<file path="config.mk">
export PLATFORM = sky130hd
export DESIGN_NAME = double_ended_queue_flat
export DESIGN_NICKNAME = d
export VERILOG_FILES = /design/src/design/dq_pkg.sv /design/src/design/dq_if.sv /design/src/design/double_ended_queue.sv /design/src/design/dq_ram.sv /design/src/flat_wrapper.sv
export SDC_FILE = /design/constraint.sdc
export NUM_CORES = 1
export LEC_CHECK = 0
export BUFFER_PORTS_ARGS = -buffer_cell sky130_fd_sc_hd__buf_2
export CORE_UTILIZATION = 45
export DETAILED_ROUTE_END_ITERATION = 12
export PLACE_DENSITY = 0.62
export SLEW_MARGIN = 20
export SYNTH_ARGS = -nofsm -noshare
export SYNTH_HDL_FRONTEND = slang
export SYNTH_HIERARCHICAL = 1
export SYNTH_SLANG_ARGS = --single-unit
export TNS_END_PERCENT = 10
</file>
<file path="constraint.sdc">
create_clock -name i_clk -period 7.6 [get_ports i_clk]
set_clock_uncertainty 0.05 [all_clocks]
set_input_delay 1.52 -clock i_clk [delete_from_list [all_inputs] [get_ports i_clk]]
set_output_delay 1.52 -clock i_clk [all_outputs]
set_load 0.005 [all_outputs]
</file>
<file path="src/design/dq_pkg.sv">
`timescale 1ns / 1ps
`default_nettype none
// ----------------------------------------------------------------------------
// Double-ended queue package
// Field widths, operation and status codes shared by the queue files.
// ----------------------------------------------------------------------------
package dq_pkg;

    // Widths of the payload fields.
    localparam int unsigned VALUE_W  = 32;
    localparam int unsigned COUNT_W  = 5;

    // Word returned when nothing is removed.
    localparam logic signed [VALUE_W-1:0] NO_WORD = '1;

    // Operation requested by one command.
    typedef enum logic [1:0] {
        MODE_PUSH_FRONT = 2'd0,
        MODE_PUSH_BACK  = 2'd1,
        MODE_POP_FRONT  = 2'd2,
        MODE_POP_BACK   = 2'd3
    } t_mode;

    // Outcome of one command.
    typedef enum logic [1:0] {
        STATUS_OK    = 2'd0,
        STATUS_EMPTY = 2'd1,
        STATUS_FULL  = 2'd2
    } t_status;

    // Bookkeeping carried with each command through the memory read stage.
    typedef struct packed {
        logic                 pop_hit;
        t_status              status;
        logic [COUNT_W-1:0]   count;
    } t_stage;

endpackage
`default_nettype wire

</file>
<file path="src/design/dq_if.sv">
`timescale 1ns / 1ps
`default_nettype none
// ----------------------------------------------------------------------------
// Double-ended queue channels
// Valid/ready channels for commands into the queue and results out of it.
// ----------------------------------------------------------------------------

// Command channel: one operation and an optional word to push.
interface dq_cmd_if;
    import dq_pkg::*;

    logic                      valid;
    logic                      ready;
    t_mode                     mode;
    logic signed [VALUE_W-1:0] value;

    modport source (output valid, output mode, output value, input ready);
    modport sink   (input valid, input mode, input value, output ready);
endinterface

// Result channel: removed word, status and entries held afterwards.
interface dq_rsp_if;
    import dq_pkg::*;

    logic                      valid;
    logic                      ready;
    logic signed [VALUE_W-1:0] popped_value;
    t_status                   status;
    logic [COUNT_W-1:0]        entry_count;

    modport source (output valid, output popped_value, output status,
                    output entry_count, input ready);
    modport sink   (input valid, input popped_value, input status,
                    input entry_count, output ready);
endinterface
`default_nettype wire

</file>
<file path="src/design/double_ended_queue.sv">
`timescale 1ns / 1ps
`default_nettype none
// ----------------------------------------------------------------------------
// Double-ended queue
// Circular store of signed words with a head index and an entry count,
// supporting push and pop at both ends.
// ----------------------------------------------------------------------------
//  Channel  Direction  Payload                               Transfer rule
//  i_cmd    in         mode, value                           valid & ready
//  o_rsp    out        popped_value, status, entry_count     valid & ready
//
//  One command per cycle is accepted while the result is not stalled; its result
//  passes through the registered RAM read and then the output register.
//  Head index and count update at acceptance, so back-to-back commands see
//  the new state; the RAM write lands before any later read of that entry.
//  A stalled result holds the read stage, which then stops accepting commands.
//  Reset clears the head index, the count and the valid flags; RAM contents
//  stay undefined and are never read before being written.
// ----------------------------------------------------------------------------
module double_ended_queue #(
    parameter int unsigned DEPTH = 16
) (
    input  wire logic i_clk,
    input  wire logic i_rst_n,
    dq_cmd_if.sink    i_cmd,
    dq_rsp_if.source  o_rsp
);
    import dq_pkg::*;

    localparam int unsigned AW = $clog2(DEPTH);
    localparam int unsigned CW = $clog2(DEPTH + 1);
    localparam int unsigned SW = CW + 1;
    localparam int unsigned EW = (CW > COUNT_W) ? CW : COUNT_W;

    localparam logic [SW-1:0] DEPTH_S  = SW'(DEPTH);
    localparam logic [AW-1:0] LAST_IDX = AW'(DEPTH - 1);
    localparam logic [CW-1:0] FULL_CNT = CW'(DEPTH);

    // Queue state.
    logic [AW-1:0] r_head, n_head;
    logic [CW-1:0] r_count, n_count;

    // Read stage and output register.
    logic          r_s1_valid;
    t_stage        r_s1, n_s1;
    logic          r_out_valid;

    // Memory port signals.
    logic                wr_en, rd_en;
    logic [AW-1:0]       wr_addr, rd_addr;
    logic [VALUE_W-1:0]  rd_data;

    logic          accept, s1_advance;
    logic [AW-1:0] head_dec, head_inc, back_idx, tail_idx;
    logic [SW-1:0] tail_sum, back_sum;
    logic [EW-1:0] count_ext;

    // Handshake: the read stage moves on when the output register is free.
    assign s1_advance  = !r_out_valid || o_rsp.ready;
    assign i_cmd.ready = !r_s1_valid || s1_advance;
    assign accept      = i_cmd.valid && i_cmd.ready;

    // Wrapped index arithmetic around the circular store.
    assign head_dec = (r_head == '0) ? LAST_IDX : r_head - AW'(1);
    assign head_inc = (r_head == LAST_IDX) ? '0 : r_head + AW'(1);
    assign tail_sum = SW'(r_head) + SW'(r_count);
    assign back_sum = tail_sum - SW'(1);
    assign tail_idx = AW'((tail_sum >= DEPTH_S) ? tail_sum - DEPTH_S : tail_sum);
    assign back_idx = AW'((back_sum >= DEPTH_S) ? back_sum - DEPTH_S : back_sum);

    // Decode the command into state updates and one memory access.
    always_comb begin
        n_head        = r_head;
        n_count       = r_count;
        wr_en         = 1'b0;
        rd_en         = 1'b0;
        wr_addr       = tail_idx;
        rd_addr       = r_head;
        n_s1.pop_hit  = 1'b0;
        n_s1.status   = STATUS_OK;
        case (i_cmd.mode)
            MODE_PUSH_FRONT, MODE_PUSH_BACK: begin
                if (r_count == FULL_CNT) begin
                    n_s1.status = STATUS_FULL;
                end else begin
                    wr_en   = accept;
                    n_count = r_count + CW'(1);
                    if (i_cmd.mode == MODE_PUSH_FRONT) begin
                        wr_addr = head_dec;
                        n_head  = head_dec;
                    end
                end
            end
            MODE_POP_FRONT, MODE_POP_BACK: begin
                if (r_count == '0) begin
                    n_s1.status = STATUS_EMPTY;
                end else begin
                    rd_en        = accept;
                    n_s1.pop_hit = 1'b1;
                    n_count      = r_count - CW'(1);
                    if (i_cmd.mode == MODE_POP_FRONT) begin
                        n_head = head_inc;
                    end else begin
                        rd_addr = back_idx;
                    end
                end
            end
            default: begin
                n_s1.status = STATUS_OK;
            end
        endcase
        count_ext  = EW'(n_count);
        n_s1.count = count_ext[COUNT_W-1:0];
    end

    // Entry store.
    dq_ram #(
        .WIDTH (VALUE_W),
        .DEPTH (DEPTH)
    ) u_store (
        .i_clk     (i_clk),
        .i_wr_en   (wr_en),
        .i_wr_addr (wr_addr),
        .i_wr_data (i_cmd.value),
        .i_rd_en   (rd_en),
        .i_rd_addr (rd_addr),
        .o_rd_data (rd_data)
    );

    // Queue state and pipeline control.
    always_ff @(posedge i_clk) begin
        if (!i_rst_n) begin
            r_head      <= '0;
            r_count     <= '0;
            r_s1_valid  <= 1'b0;
            r_out_valid <= 1'b0;
        end else begin
            if (accept) begin
                r_head  <= n_head;
                r_count <= n_count;
            end
            if (i_cmd.ready) begin
                r_s1_valid <= accept;
            end
            if (s1_advance) begin
                r_out_valid <= r_s1_valid;
            end
        end
    end

    // Stage payload and output register.
    always_ff @(posedge i_clk) begin
        if (accept) begin
            r_s1 <= n_s1;
        end
        if (s1_advance && r_s1_valid) begin
            o_rsp.popped_value <= r_s1.pop_hit ? $signed(rd_data) : NO_WORD;
            o_rsp.status       <= r_s1.status;
            o_rsp.entry_count  <= r_s1.count;
        end
    end

    assign o_rsp.valid = r_out_valid;

endmodule
`default_nettype wire

</file>
<file path="src/design/dq_ram.sv">
`timescale 1ns / 1ps
`default_nettype none
// ----------------------------------------------------------------------------
// Double-ended queue RAM
// Generic single-write, single-read memory with a registered read port.
// ----------------------------------------------------------------------------
module dq_ram #(
    parameter int unsigned WIDTH = 32,
    parameter int unsigned DEPTH = 16
) (
    input  wire logic                     i_clk,
    input  wire logic                     i_wr_en,
    input  wire logic [$clog2(DEPTH)-1:0] i_wr_addr,
    input  wire logic [WIDTH-1:0]         i_wr_data,
    input  wire logic                     i_rd_en,
    input  wire logic [$clog2(DEPTH)-1:0] i_rd_addr,
    output logic      [WIDTH-1:0]         o_rd_data
);

    logic [WIDTH-1:0] r_mem [DEPTH];

    // Write port.
    always_ff @(posedge i_clk) begin
        if (i_wr_en) begin
            r_mem[i_wr_addr] <= i_wr_data;
        end
    end

    // Registered read port; the data holds while no read is enabled.
    always_ff @(posedge i_clk) begin
        if (i_rd_en) begin
            o_rd_data <= r_mem[i_rd_addr];
        end
    end

endmodule
`default_nettype wire

</file>
<file path="src/flat_wrapper.sv">
// flat-port wrapper written by rule: the top's interface ports become plain ports
module double_ended_queue_flat import dq_pkg::*;
#(
    parameter int unsigned DEPTH = 16
)
  (i_clk, i_rst_n, i_cmd_valid, i_cmd_mode, i_cmd_value, i_cmd_ready, o_rsp_valid, o_rsp_popped_value, o_rsp_status, o_rsp_entry_count, o_rsp_ready);
  dq_cmd_if i_cmd_i ();
  dq_rsp_if o_rsp_i ();
  input  wire logic i_clk;
  input  wire logic i_rst_n;
  input wire logic [$bits(i_cmd_i.valid)-1:0] i_cmd_valid;
  input wire logic [$bits(i_cmd_i.mode)-1:0] i_cmd_mode;
  input wire logic [$bits(i_cmd_i.value)-1:0] i_cmd_value;
  output wire logic [$bits(i_cmd_i.ready)-1:0] i_cmd_ready;
  output wire logic [$bits(o_rsp_i.valid)-1:0] o_rsp_valid;
  output wire logic [$bits(o_rsp_i.popped_value)-1:0] o_rsp_popped_value;
  output wire logic [$bits(o_rsp_i.status)-1:0] o_rsp_status;
  output wire logic [$bits(o_rsp_i.entry_count)-1:0] o_rsp_entry_count;
  input wire logic [$bits(o_rsp_i.ready)-1:0] o_rsp_ready;
  assign i_cmd_i.valid = i_cmd_valid;
  assign i_cmd_i.mode = i_cmd_mode;
  assign i_cmd_i.value = i_cmd_value;
  assign i_cmd_ready = i_cmd_i.ready;
  assign o_rsp_valid = o_rsp_i.valid;
  assign o_rsp_popped_value = o_rsp_i.popped_value;
  assign o_rsp_status = o_rsp_i.status;
  assign o_rsp_entry_count = o_rsp_i.entry_count;
  assign o_rsp_i.ready = o_rsp_ready;
  double_ended_queue #(.DEPTH(DEPTH)) u_core (.i_clk(i_clk), .i_rst_n(i_rst_n), .i_cmd(i_cmd_i), .o_rsp(o_rsp_i));
endmodule
</file>
# Yosys cells after proc, flatten, opt, wreduce, memory -nomap -nowiden
# Memory sizes are Yosys's and may differ from the RTL's. A register that Yosys moved wholly into a read port is not among the register bits.
# Index checks and enable logic that the tools add are counted.
# classes
muxes	28
bitwise	0
n_eq_ne	9
n_reduce_logical	12
n_lt_le_gt_ge	2
n_mul	0
n_addsub	8
div	0
shift	0
# op_table
operator	n
4-bit two-way mux	14
6-bit by 5-bit >= comparator with 1-bit output (second input constant)	2
4-bit by 1-bit subtractor with 4-bit output (second input constant)	3
5-bit two-way mux	2
5-bit case mux with 2 select lines	1
1-bit two-way mux	8
4-bit case mux with 2 select lines	1
4-bit by 5-bit adder with 6-bit output	1
6-bit by 1-bit subtractor with 6-bit output (second input constant)	1
5-bit by 1-bit adder with 5-bit output (second input constant)	1
5-bit equality test (second input constant)	1
5-bit logical NOT	1
5-bit AND reduction	1
5-bit by 1-bit subtractor with 5-bit output (second input constant)	1
4-bit by 1-bit adder with 4-bit output (second input constant)	1
2-bit equality test (second input constant)	2
4-bit equality test (second input constant)	1
4-bit logical NOT	1
2-bit by 1-bit != test with 1-bit output (second input constant)	2
2-bit != test (second input constant)	2
2-bit case mux with 2 select lines	1
2-bit OR reduction	2
2-bit by 1-bit equality test with 1-bit output (second input constant)	1
1-bit logical AND	2
4 further kinds	6
# word_totals
rom_bits	0
latchBits	0
output_inout_bits	41
input_bits	38
memories	1
register_bits	58
elab_cells	70
ram_bits	512
# mem_list
memory	words	word_bits	rd	rd_clocked_by_memory_dff	wr	line_no	rtl
u_core.u_store.r_mem	16	32	1	1	1	dq_ram.sv:20	logic [WIDTH-1:0] r_mem [DEPTH];

# Logic depth before layout (Yosys ltp)
# Gate-level depths: netlist (run 1).
# logic_depth
ltp_word	8
mapped_depth	14
depth_no_buf	11

# Modules after synthesis
# Netlist (run 1), hierarchy kept.
# by_module_without_submodules
module	area_per_inst_um2	cells_per_inst	seq_area_each_um2	instances
dq_ram	20155.6	838	16335.7	1
double_ended_queue	2800.2	234	1631.6	1

# Worst setup path before layout (run 1)
# No wires, ideal clock.
# synth_timing
path_type	input -> register
from	input port i_cmd_mode[1]
to	memory u_core.u_store.r_mem[0][0] (enable)
setup_time_ns	0.461
required_ns	7.089
arrival_time_ns	5.384
path_buffers	2
slack_ns	1.705
cell_stages	6
cell_sequence	buf_4 -> buf_2 -> a211oi_1 -> o21ai_0 -> or3b_2 -> nor3_1
# synth_between
word_cells_on_any_way	9
classes_between	1 x eq/ne; 6 x mux; 2 x reduce/logical
# synth_rtl
element	line_no	rtl
start, declared	flat_wrapper.sv:12	input wire logic [$bits(i_cmd_i.mode)-1:0] i_cmd_mode;
2-bit logical NOT	double_ended_queue.sv:81, double_ended_queue.sv:88	
4-bit two-way mux	double_ended_queue.sv:88	if (i_cmd.mode == MODE_PUSH_FRONT) begin
4-bit two-way mux	double_ended_queue.sv:83	if (r_count == FULL_CNT) begin
4-bit two-way mux *	double_ended_queue.sv:81	case (i_cmd.mode)
named net u_core.wr_addr[2]	double_ended_queue.sv:50	logic [AW-1:0] wr_addr, rd_addr;
end, declared	dq_ram.sv:20	
# The timed path passes the listed nets; every way through them passes the cells marked *.

# Final worst setup path (run 1)
# layout_timing
from	register u_core.r_count[1]
to	memory u_core.u_store.r_mem[15][17] (enable)
# layout_between
elab_chain_cells	6
word_cells_on_any_way	12
classes_between	2 x add/sub; 1 x order compare; 1 x eq/ne; 8 x mux
# layout_rtl
element	line_no	rtl
start, declared	double_ended_queue.sv:41	logic [CW-1:0] r_count, n_count;
start signal, assigned	double_ended_queue.sv:140	r_count <= n_count;
4-bit by 5-bit adder with 6-bit output	double_ended_queue.sv:66	assign tail_sum = SW'(r_head) + SW'(r_count);
6-bit by 5-bit >= comparator with 1-bit output / 4-bit by 1-bit subtractor with 4-bit output (equally long branches)	double_ended_queue.sv:68	assign tail_idx = AW'((tail_sum >= DEPTH_S) ? tail_sum - DEPTH_S : tail_sum);
4-bit two-way mux	double_ended_queue.sv:68	
4-bit two-way mux	double_ended_queue.sv:88	
4-bit two-way mux	double_ended_queue.sv:83	
4-bit two-way mux *	double_ended_queue.sv:81	
named net u_core.wr_addr[1]	double_ended_queue.sv:50	
# Marks and branches as above.

==> impl_metrics.tcl, run 1 <==
set metrics [dict create \
    status "finished clean" \
    r2r_end "u_core/u_store/r_mem[15][17]$_DFFE_PP_" \
    ys_types 51 \
    cts_resized 0 \
    worst_pin_slew_ns 1.16 \
    arrival_ns 4.91 \
    area_delta_synth_final_pct 14.1 \
    avgSynthCellArea_um2 21.4 \
    hold_path_depth 0 \
    timing.fmax_mhz 215 \
    grt_overflow 0 \
    fin_tns_setup_ns 0 \
    port_buffers 78 \
    drt_iter0_markers 850 \
    cts_made_buffers 58 \
    drv_cap 0 \
    n_fill_cell 3960 \
    setup_viol 0 \
    via_per_inst 5.61 \
    fin_cells 1906 \
    detail-route-antenna-nets 0 \
    gp_congestion 0.767 \
    ctsHoldBuffers 0 \
    cts_buffer_depth 3 \
    power_density_nw_per_um2 285 \
    syn_inst 1072 \
    synth_top_area_share_pct 77.3 \
    postSynthNetCount 1119 \
    synth-seq-cells 602 \
    h-tree-depth 2 \
    synth_area_um2 23000 \
    drc 0 \
    core_area_um2 50300 \
    dp.cells 1798 \
    async_flop_share_pct 0 \
    vdd_drop_max_uv 161 \
    final_hold_viol_count 0 \
    cts.sinks 602 \
    io_pins 79 \
    grt_pass1_wl_um 72900 \
    dp_hpwl_um 26200 \
    grt_pass1_vias 11225 \
    drive_above_1_share_pct 28.9 \
    synth_largest_area_cell "edfxtp_1" \
    grt_max_degree 64 \
    ys_seq_area_share_pct 78.3 \
    wl_per_cell_um 25.6 \
    clkSlewWorstSetupHoldPaths_ns 0.06 \
    p_leak_uw 0.00821 \
    worstSetupEndpointType "register" \
    min-delay-start "u_core/r_s1[0]$_DFFE_PP_" \
    worstPathMaxFanout 23 \
    chipWidth_um 228 \
    routed_wl_um 48700 \
    min_to "u_core/o_rsp.entry_count[0]$_DFFE_PP_" \
    die_h_um 228 \
    synth_edf_count 591 \
    slew_headroom_pct 22.7 \
    cts_tree "built" \
    antenna_found_initial 1 \
    worstSetupStartpointType "register" \
    dieArea_um2 51900 \
    rsz0062_at_grt "false" \
    grt_usage_pct 19.1 \
    yosys-top-cells-area "edfxtp_1 (77%), mux4_2 (13%), a22oi_1 (2.1%), nand2b_1 (1.0%), dfxtp_1 (0.96%)" \
    cp.required_ns 7.86 \
    cts_setup_buffers 0 \
    hp-class "register to register" \
    finalMaxSlewViolations 0 \
    synth_common_cells "edfxtp_1 (591), mux4_2 (128), a22oi_1 (64), nand2_1 (51), nand2b_1 (37)" \
    initial_core_util_pct 45.7 \
    timing.final.crit_share_pct 61.2 \
    fp-row-count 82 \
    insertion_delay_ns 0.62 \
    root_buffer "clkbuf_16" \
    reg2reg_depth 8 \
    num_vias 10688 \
    num_antenna_cells 0 \
    firstDrtPassIters 4 \
    reg2reg_from "u_core/r_count[1]$_SDFFE_PN0P_" \
    nets 1233 \
    synth_warnings 6 \
    ys.flop_type "edfxtp_1" \
    rrSetupSlack_ns 2.95 \
    crit_type "register to register" \
    synth.most_common_cell "edfxtp_1" \
    finalCriticalPeriod_ns 4.65 \
]
-- kinds of logic (layout without fill, tap and decap cells) --
family | count (synthesis) | count (layout) | synth area share (%)
AO/OA/AOI/OAI | 104 | 104 | 3.28
XOR/XNOR | 12 | 12 | 0.518
adder cells (fa/ha/maj) | 9 | 9 | 0.523
buffers and inverters | 66 | 228 | 1.32
flip-flops | 602 | 602 | 78.3
multiplexers | 134 | 134 | 12.8
AND/OR/NAND/NOR | 145 | 145 | 3.25
-- critical path, stage by stage, from the launching register on --
cell and delay (ns):
dfxtp_1 0.52, inv_1 0.15, ha_1 0.26, nor3b_2 0.21, a211oi_1 0.75, mux2i_1 0.68, nand2_1 0.42, nor2_4 0.96
buf_4 0.36
-- registers in the layout, indices dropped and copies added (netlist names) --
| register | cells |
|---|---|
| u_core/o_rsp.entry_count | 5 |
| u_core/o_rsp.valid | 1 |
| u_core/r_count | 5 |
| u_core/r_head | 4 |
| u_core/r_s1_valid | 1 |
| u_core/o_rsp.status | 2 |
| u_core/o_rsp.popped_value | 32 |
| u_core/u_store/r_mem | 512 |
| u_core/u_store/o_rd_data | 32 |
| u_core/r_s1 | 8 |
-- final cells by class --
type | count | area, um^2 | share of cell area [%]
repair buffers | 109 | 636 | 2.43
multi-input cells | 404 | 4850 | 18.5
well taps | 672 | 841 | 3.21
flip-flops and latches | 602 | 18000 | 68.6
inverters | 11 | 41.3 | 0.158
clock buffers | 66 | 1480 | 5.65
clock inverters | 42 | 378 | 1.44
-- worst max path at each step --
stage / cells past startpoint / from / end / slack (ns)
floorplan: 6 / i_cmd_mode[1] / u_core/u_store/r_mem[0][0]$_DFFE_PP_ / 1.71
global placement: 11 / i_cmd_mode[1] / u_core/u_store/o_rd_data[8]$_DFFE_PP_ / 2.40
detailed placement: 11 / i_cmd_mode[1] / u_core/u_store/o_rd_data[9]$_DFFE_PP_ / 2.36
CTS: 8 / u_core/r_count[1]$_SDFFE_PN0P_ / u_core/u_store/r_mem[11][26]$_DFFE_PP_ / 2.94
global route: 8 / u_core/r_count[1]$_SDFFE_PN0P_ / u_core/u_store/r_mem[11][26]$_DFFE_PP_ / 2.57
finish: 8 / u_core/r_count[1]$_SDFFE_PN0P_ / u_core/u_store/r_mem[15][17]$_DFFE_PP_ / 2.95
-- layout by cell type, fill, tap and decap left out, types with 8 or more instances in the layout --
| cell type | synthesis | routed |
|---|---|---|
| dfxtp_1 | 11 | 11 |
| edfxtp_1 | 591 | 591 |
| inv_1 | 10 | 10 |
| nor2_4 | 0 | 13 |
| clkbuf_16 | 0 | 58 |
| clkbuf_1 | 25 | 8 |
| ha_1 | 8 | 8 |
| clkinv_2 | 0 | 14 |
| nor2_1 | 23 | 10 |
| nand2b_1 | 37 | 37 |
| buf_2 | 9 | 78 |
| o21ai_0 | 10 | 9 |
| buf_4 | 10 | 30 |
| clkinv_1 | 0 | 13 |
| mux4_2 | 128 | 128 |
| nand2_1 | 51 | 51 |
| a22oi_1 | 64 | 64 |
-- power breakdown --
part | switching, uW | total, uW | leakage (uW) | internal, uW
Sequential | 37.5 | 3810 | 0.00541 | 3780
Combinational | 481 | 839 | 0.00189 | 359
Clock | 1210 | 2810 | 0.000901 | 1600
Total | 1730 | 7470 | 0.00821 | 5740
-- metrics by stage --
stage / setup WS [ns] / power, uW / utilization [%] / cell area [um^2] / hold WS, ns
finish: 2.95 / 7470 / 52.1 / 26200 / 0.370
global route: 2.57 / 7730 / 52.1 / 26200 / 0.384
CTS: 2.94 / 7550 / 52.1 / 26200 / 0.371
detailed placement: 2.36 / 4740 / 48.4 / 24300 / 0.356
global placement: 2.40 / 4730 / 48.4 / 24300 / 0.360
floorplan: 1.71 / 4460 / - / 23000 / 0.350
-- layer usage --
metal	GRT usage, %	vias up	wire, um
met5	0	-	17
met3	2.71	61	2290
met2	32.2	261	24500
met4	5.10	2	823
li1	-	4668	-
met1	26.3	5696	21100
(Power assumes the default switching activity.)
==> run 2, diff against run 1 <==
Settings changed: ABC_AREA from default to 1.
Clock period 7.6 ns to 4.8 ns, I/O delays scaled along.
==> run 2 against run 1 <==
Final area increased by 11%. Register-to-register slack got worse by 2.0 ns. Clock power increased by 68%. Area after synthesis increased by 13%. Synthesized cell count increased by 130%. Worst setup slack got worse by 2.0 ns. Flip-flop and latch count unchanged. Die area increased by 12%. Final cell count increased by 72%. Non-clock buffer count increased by 6. Critical path type unchanged. Critical endpoint is now u_core/u_store/o_rd_data[22]$_DFFE_PP_.
==> impl_metrics.tcl, run 2 <==
set metrics [dict create \
    status "finished clean" \
    cts_tree "built" \
    detail-route-antenna-nets 0 \
    syn_inst 2415 \
    drc 0 \
    final_cell_mix "nand2_1 (758), edfxtp_1 (591), inv_1 (438)" \
    dp_hpwl_um 35700 \
    regMostFlops "u_core/u_store/r_mem" \
    ys.flop_type "edfxtp_1" \
    power_density_nw_per_um2 429 \
    pwr-share-comb_pct 13.7 \
    chipWidth_um 242 \
    initial_core_util_pct 45.6 \
    synth_area_um2 25800 \
    reg_top3 "u_core/u_store/r_mem x512, u_core/o_rsp.popped_value x32, u_core/u_store/o_rd_data x32" \
    internal-power_uw 9220 \
    antenna_found_initial 1 \
    avgSynthCellArea_um2 10.7 \
    reg2reg_depth 12 \
    cpPeakStageDelay_ns 0.75 \
    core_area_um2 56600 \
    worstPathMaxFanout 151 \
    grt_overflow 0 \
    grt_usage_pct 21.3 \
    synth_common_cells "nand2_1 (758), edfxtp_1 (591), inv_1 (441), nand3_1 (399), buf_2 (43)" \
    port_buffers 78 \
    cts_buffer_depth 3 \
    fin_tns_setup_ns 0 \
    fin_cells 3287 \
    synth_warnings 6 \
    dp.cells 3174 \
    holdWs_ns 0.365 \
    p_leak_uw 0.0122 \
    setup_viol 0 \
    grt_pass1_wl_um 94900 \
    cp.required_ns 5.10 \
    h-tree-depth 2 \
    drt_iter0_markers 1468 \
    synth_top_area_share_pct 68.7 \
    area_delta_synth_final_pct 12.4 \
    p_clk_share_pct 38.0 \
    worstSetupStartpoint "u_core/r_count[1]$_SDFFE_PN0P_" \
    synth_largest_area_cell "edfxtp_1" \
    via_per_inst 5.07 \
    gp_congestion 0.828 \
    cts_resized 0 \
    wl_per_cell_um 18.9 \
    timing.final.crit_share_pct 79.4 \
    slew_headroom_pct 34.0 \
    num_vias 16661 \
    n_fill_cell 4974 \
    routed_wl_um 62100 \
    cts_made_buffers 60 \
    worstSetupStartpointType "register" \
    fp-row-count 87 \
    insertion_delay_ns 0.61 \
    ctsHoldBuffers 0 \
    synth-seq-cells 602 \
    cts.sinks 602 \
    drive_above_1_share_pct 9.73 \
    timing.fmax_mhz 262 \
    synth.most_common_cell "nand2_1" \
    drv_cap 0 \
    io_pins 79 \
    dieArea_um2 58400 \
    async_flop_share_pct 0 \
    netSwitchingFraction_pct 26.0 \
    die_h_um 242 \
    grt_max_degree 152 \
    firstDrtPassIters 6 \
    min-delay-start "u_core/r_s1[3]$_DFFE_PP_" \
    clkSlewWorstSetupHoldPaths_ns 0.06 \
    seqPwrFrac_pct 48.4 \
    largest_reg_flops 512 \
    crit_slowest_cell "o21ai_4" \
    crit_type "register to register" \
    postSynthNetCount 2462 \
    worstSetupEndpointType "register" \
    rsz0062_at_grt "false" \
    vdd_drop_max_uv 271 \
    ys_types 31 \
    reg2reg_from "u_core/r_count[1]$_SDFFE_PN0P_" \
    finalCriticalPeriod_ns 3.81 \
    mostFrequentLayoutCell "nand2_1" \
    crit_chain "inv_1, ha_1, nand3_1, nand2_2, nor2_4, o21ai_4, buf_12, nand2_1, nand3_1, nand3_1, nand3_1, nand2_1" \
    hold_path_depth 0 \
    yosys-top-cells-area "edfxtp_1 (69%), nand2_1 (11%), nand3_1 (7.7%), inv_1 (6.4%), buf_6 (1.3%)" \
    cts_setup_buffers 0 \
    final_hold_viol_count 0 \
    ys_seq_area_share_pct 69.5 \
    root_buffer "clkbuf_16" \
    switching_power_uw 3240 \
    path_common_cell "nand3_1" \
    worst_pin_slew_ns 0.990 \
    finalMaxSlewViolations 0 \
    nets 2528 \
    grt_pass1_vias 15892 \
    synth_edf_count 591 \
    arrival_ns 4.11 \
    hp-class "register to register" \
]
==> run 2: cell count changes in the layout (fill, tap and decap cells not counted), sizes merged, moves of 5 or more <==
cell,delta
and2,-8
xnor2,-5
nand2,+709
nor2,+13
inv,+436
nand2b,-37
nand3,+402
mux4,-128
a21oi,+5
buf,+6
a22oi,-64
nor2b,-5
clkbuf,+6
nor3,-5
==> run 2: metrics by stage <==
stage | worst slack (ns) | utilization [%] | total power [uW] | instance area [um^2]
after global routing | 0.821 | 51.3 | 12900 | 29000
after global placement | 0.989 | 47.6 | 7800 | 27000
after detailed placement | 0.949 | 47.7 | 7820 | 27000
after CTS | 1.10 | 51.2 | 12500 | 29000
after floorplan | 1.07 | - | 7260 | 25800
final | 0.989 | 51.3 | 12500 | 29000
==> run 2: logic make-up (layout without fill, tap and decap cells) <==
logic type,after synthesis,count (layout),synth area share [%]
compound gates,25,25,0.494
fa+ha+maj,9,9,0.465
xor+xnor,9,9,0.305
flops,602,602,69.5
simple gates,1207,1207,19.8
buf+inv,563,677,9.44
other cells,0,2,0
==> run 2: power groups by stage <==
stage	Combinational, uW	Clock, uW	Sequential [uW]
floorplan	1140	0	6120
global placement	1660	0	6130
detailed placement	1690	0	6130
CTS	1690	4820	6020
global route	1870	5010	6030
finish	1700	4730	6030
==> run 2: area by class of cell <==
cell class                      instances  area, um^2  share of cell area, %
Multi-Input combinational cell       1250        5610                   19.3
Sequential cell                       602       18000                   61.9
Inverter                              452        1710                   5.89
Timing Repair Buffer                  115         821                   2.83
Clock buffer                           72        1600                   5.50
Antenna cell                            2        5.00                 0.0172
Clock inverter                         38         382                   1.31
Tap cell                              756         946                   3.26
==> run 2: per-layer routing <==
metal / vias up / track usage [%] / wire, um
met4: 0 / 6.07 / 1230
met5: - / 0 / 0
met1: 8001 / 30.7 / 27600
met3: 87 / 3.04 / 4510
li1: 7946 / - / -
met2: 627 / 33.5 / 28800
==> run 2: path summary, 6_finish.rpt <==
kind | end | slack (ns)
setup / recovery | u_core/u_store/o_rd_data[22]$_DFFE_PP_ | 0.99
hold / removal | u_core/o_rsp.entry_count[3]$_DFFE_PP_ | 0.36
setup reg to reg | u_core/u_store/o_rd_data[22]$_DFFE_PP_ | 0.99
hold reg to reg | u_core/o_rsp.entry_count[3]$_DFFE_PP_ | 0.36
==> run 2: critical path, delay by kind of cell, from the launching register on <==
kind,cells,cell delay (ns)
flops,1,0.37
simple gates,8,1.14
buf+inv,2,0.67
fa+ha+maj,1,0.29
compound gates,1,0.75
==> run 3, diff against run 2 <==
Settings changed: PLACE_DENSITY 0.62 to 0.64.
Clock period 4.8 ns to 3.1 ns, I/O delays scaled along.
==> run 3 against run 2 <==
Count of clock-buffer cells in the layout fell by 2. Wire length is 4.8% lower. Utilization grew 0.62 points. Power rose by 51%. Largest cell class unchanged. Combinational power rose by 53%. Die area unchanged. Non-clock buffer count increased by 25. Critical path type unchanged.
==> impl_metrics.tcl, run 3 (same netlist as run 2, synthesis figures left out) <==
set metrics [dict create \
    power_density_nw_per_um2 642 \
    worstSetupStartpoint "u_core/r_count[1]$_SDFFE_PN0P_" \
    ctsHoldBuffers 0 \
    crit_type "register to register" \
    dpl_cell_area_um2 27500 \
    finalMaxSlewViolations 0 \
    fp-row-count 87 \
    n_fill_cell 4864 \
    antenna_found_initial 3 \
    fin_cells 3304 \
    timing.fmax_mhz 342 \
    worstSetupEndpointType "register" \
    regArea_um2 18000 \
    setup_viol 0 \
    die_h_um 242 \
    chipWidth_um 242 \
    grt_overflow 0 \
    grt_pass1_wl_um 90600 \
    worstPathMaxFanout 120 \
    hp-class "input pin to register" \
    io_pins 79 \
    finalCriticalPeriod_ns 2.92 \
    worstSetupStartpointType "register" \
    rsz0062_at_grt "false" \
    routed_wl_um 59100 \
    via_per_inst 4.99 \
    h-tree-depth 2 \
    largest_reg_flops 512 \
    port_buffers 78 \
    worst_pin_slew_ns 0.839 \
    grt_usage_pct 20.2 \
    drv_cap 0 \
    insertion_delay_ns 0.62 \
    drive_above_1_share_pct 10.2 \
    cts_made_buffers 58 \
    fin_tns_setup_ns 0 \
    timing.final.crit_share_pct 94.3 \
    arrival_ns 3.25 \
    min-delay-start "i_rst_n" \
    dp.cells 3199 \
    clkSlewWorstSetupHoldPaths_ns 0.06 \
    mostFrequentLayoutCell "nand2_1" \
    wl_per_cell_um 17.9 \
    finalInstanceArea_um2 29400 \
    grt_pass1_vias 15778 \
    core_area_um2 56600 \
    drt_iter0_markers 1407 \
    p_leak_uw 0.0124 \
    reg2reg_from "u_core/r_count[1]$_SDFFE_PN0P_" \
    regMostFlops "u_core/u_store/r_mem" \
    drc 0 \
    cp.required_ns 3.43 \
    area_delta_synth_final_pct 13.7 \
    num_vias 16498 \
    root_buffer "clkbuf_16" \
    nets 2551 \
    reg_top3 "u_core/u_store/r_mem x512, u_core/o_rsp.popped_value x32, u_core/u_store/o_rd_data x32" \
    cts_buffer_depth 3 \
    final_cell_mix "nand2_1 (758), edfxtp_1 (591), inv_1 (439)" \
    cts_tree "built" \
    final_hold_viol_count 0 \
    multi_input_area_um2 5610 \
    status "finished clean" \
    dp_hpwl_um 32000 \
    slew_headroom_pct 44.1 \
    cts.sinks 602 \
    gp_congestion 0.849 \
    rrSetupSlack_ns 0.18 \
    initial_core_util_pct 45.6 \
    num_antenna_cells 0 \
    vdd_drop_max_uv 433 \
    detail-route-antenna-nets 0 \
    grt_max_degree 121 \
    dieArea_um2 58400 \
    firstDrtPassIters 5 \
]
-- run 3: cell types whose count changed in the layout (fill, tap and decap cells not counted), sizes merged --
cell / delta
diode: -2
clkbuf: -2
clkinv: -4
inv: +3
clkinvlp: -2
bufinv: -1
buf: +25
-- run 3: power breakdown --
part	switching (uW)	internal, uW
combinational	1790	819
clock	2940	4010
sequential	73.9	9240
total	4800	14100
-- run 3: layout make-up --
cell class / count / area share [%]
Sequential cell: 602 / 61.1
Multi-Input combinational cell: 1250 / 19.1
Inverter: 452 / 5.82
Clock buffer: 70 / 5.09
Timing Repair Buffer: 140 / 4.43
Tap cell: 756 / 3.22
Clock inverter: 34 / 1.22
-- run 3: worst max-delay path, cell delays in order, from the launching register on --
cell,delay (ns)
dfxtp_1,0.41
inv_1,0.14
ha_1,0.26
nand3_1,0.13
nand2_2,0.13
nor2_4,0.19
nand2_1,0.12
o21ai_4,0.17
buf_12,0.50
nand2_1,0.14
nand3_1,0.12
nand3_1,0.09
nand3_1,0.10
nand2_1,0.06
-- run 3: repair_timing --
item	4_1_cts	5_1_grt
setup buffers	0	1
setup endpoints to repair	0	17
gates resized for setup	0	1
-- run 3: layer usage --
| metal | track usage [%] | wire length [um] | vias up |
|---|---|---|---|
| li1 | - | - | 7983 |
| met1 | 26.8 | 25200 | 7921 |
| met2 | 34.7 | 29400 | 495 |
| met3 | 2.89 | 3380 | 95 |
| met4 | 5.38 | 1100 | 4 |
| met5 | 0 | 31 | - |
-- run 3: stage by stage --
step           total power (uW)  hold WS (ns)  setup slack, ns  utilization, %
3_3_place_gp              12000         0.357            0.238            48.6
4_1_cts                   19000         0.194            0.131            51.9
3_5_place_dp              12100         0.356            0.154            48.6
6_report                  18900         0.230            0.176            51.9
5_1_grt                   19600         0.222          0.00843            51.9
2_1_floorplan             11200         0.350           -0.335               -
-- run 3: worst paths after layout --
check / to / cells after the start
min: u_core/r_head[2]$_SDFFE_PN0P_ / 3
min reg2reg: u_core/o_rsp.entry_count[3]$_DFFE_PP_ / 0
max reg2reg: u_core/u_store/o_rd_data[28]$_DFFE_PP_ / 13
max: u_core/u_store/o_rd_data[28]$_DFFE_PP_ / 13
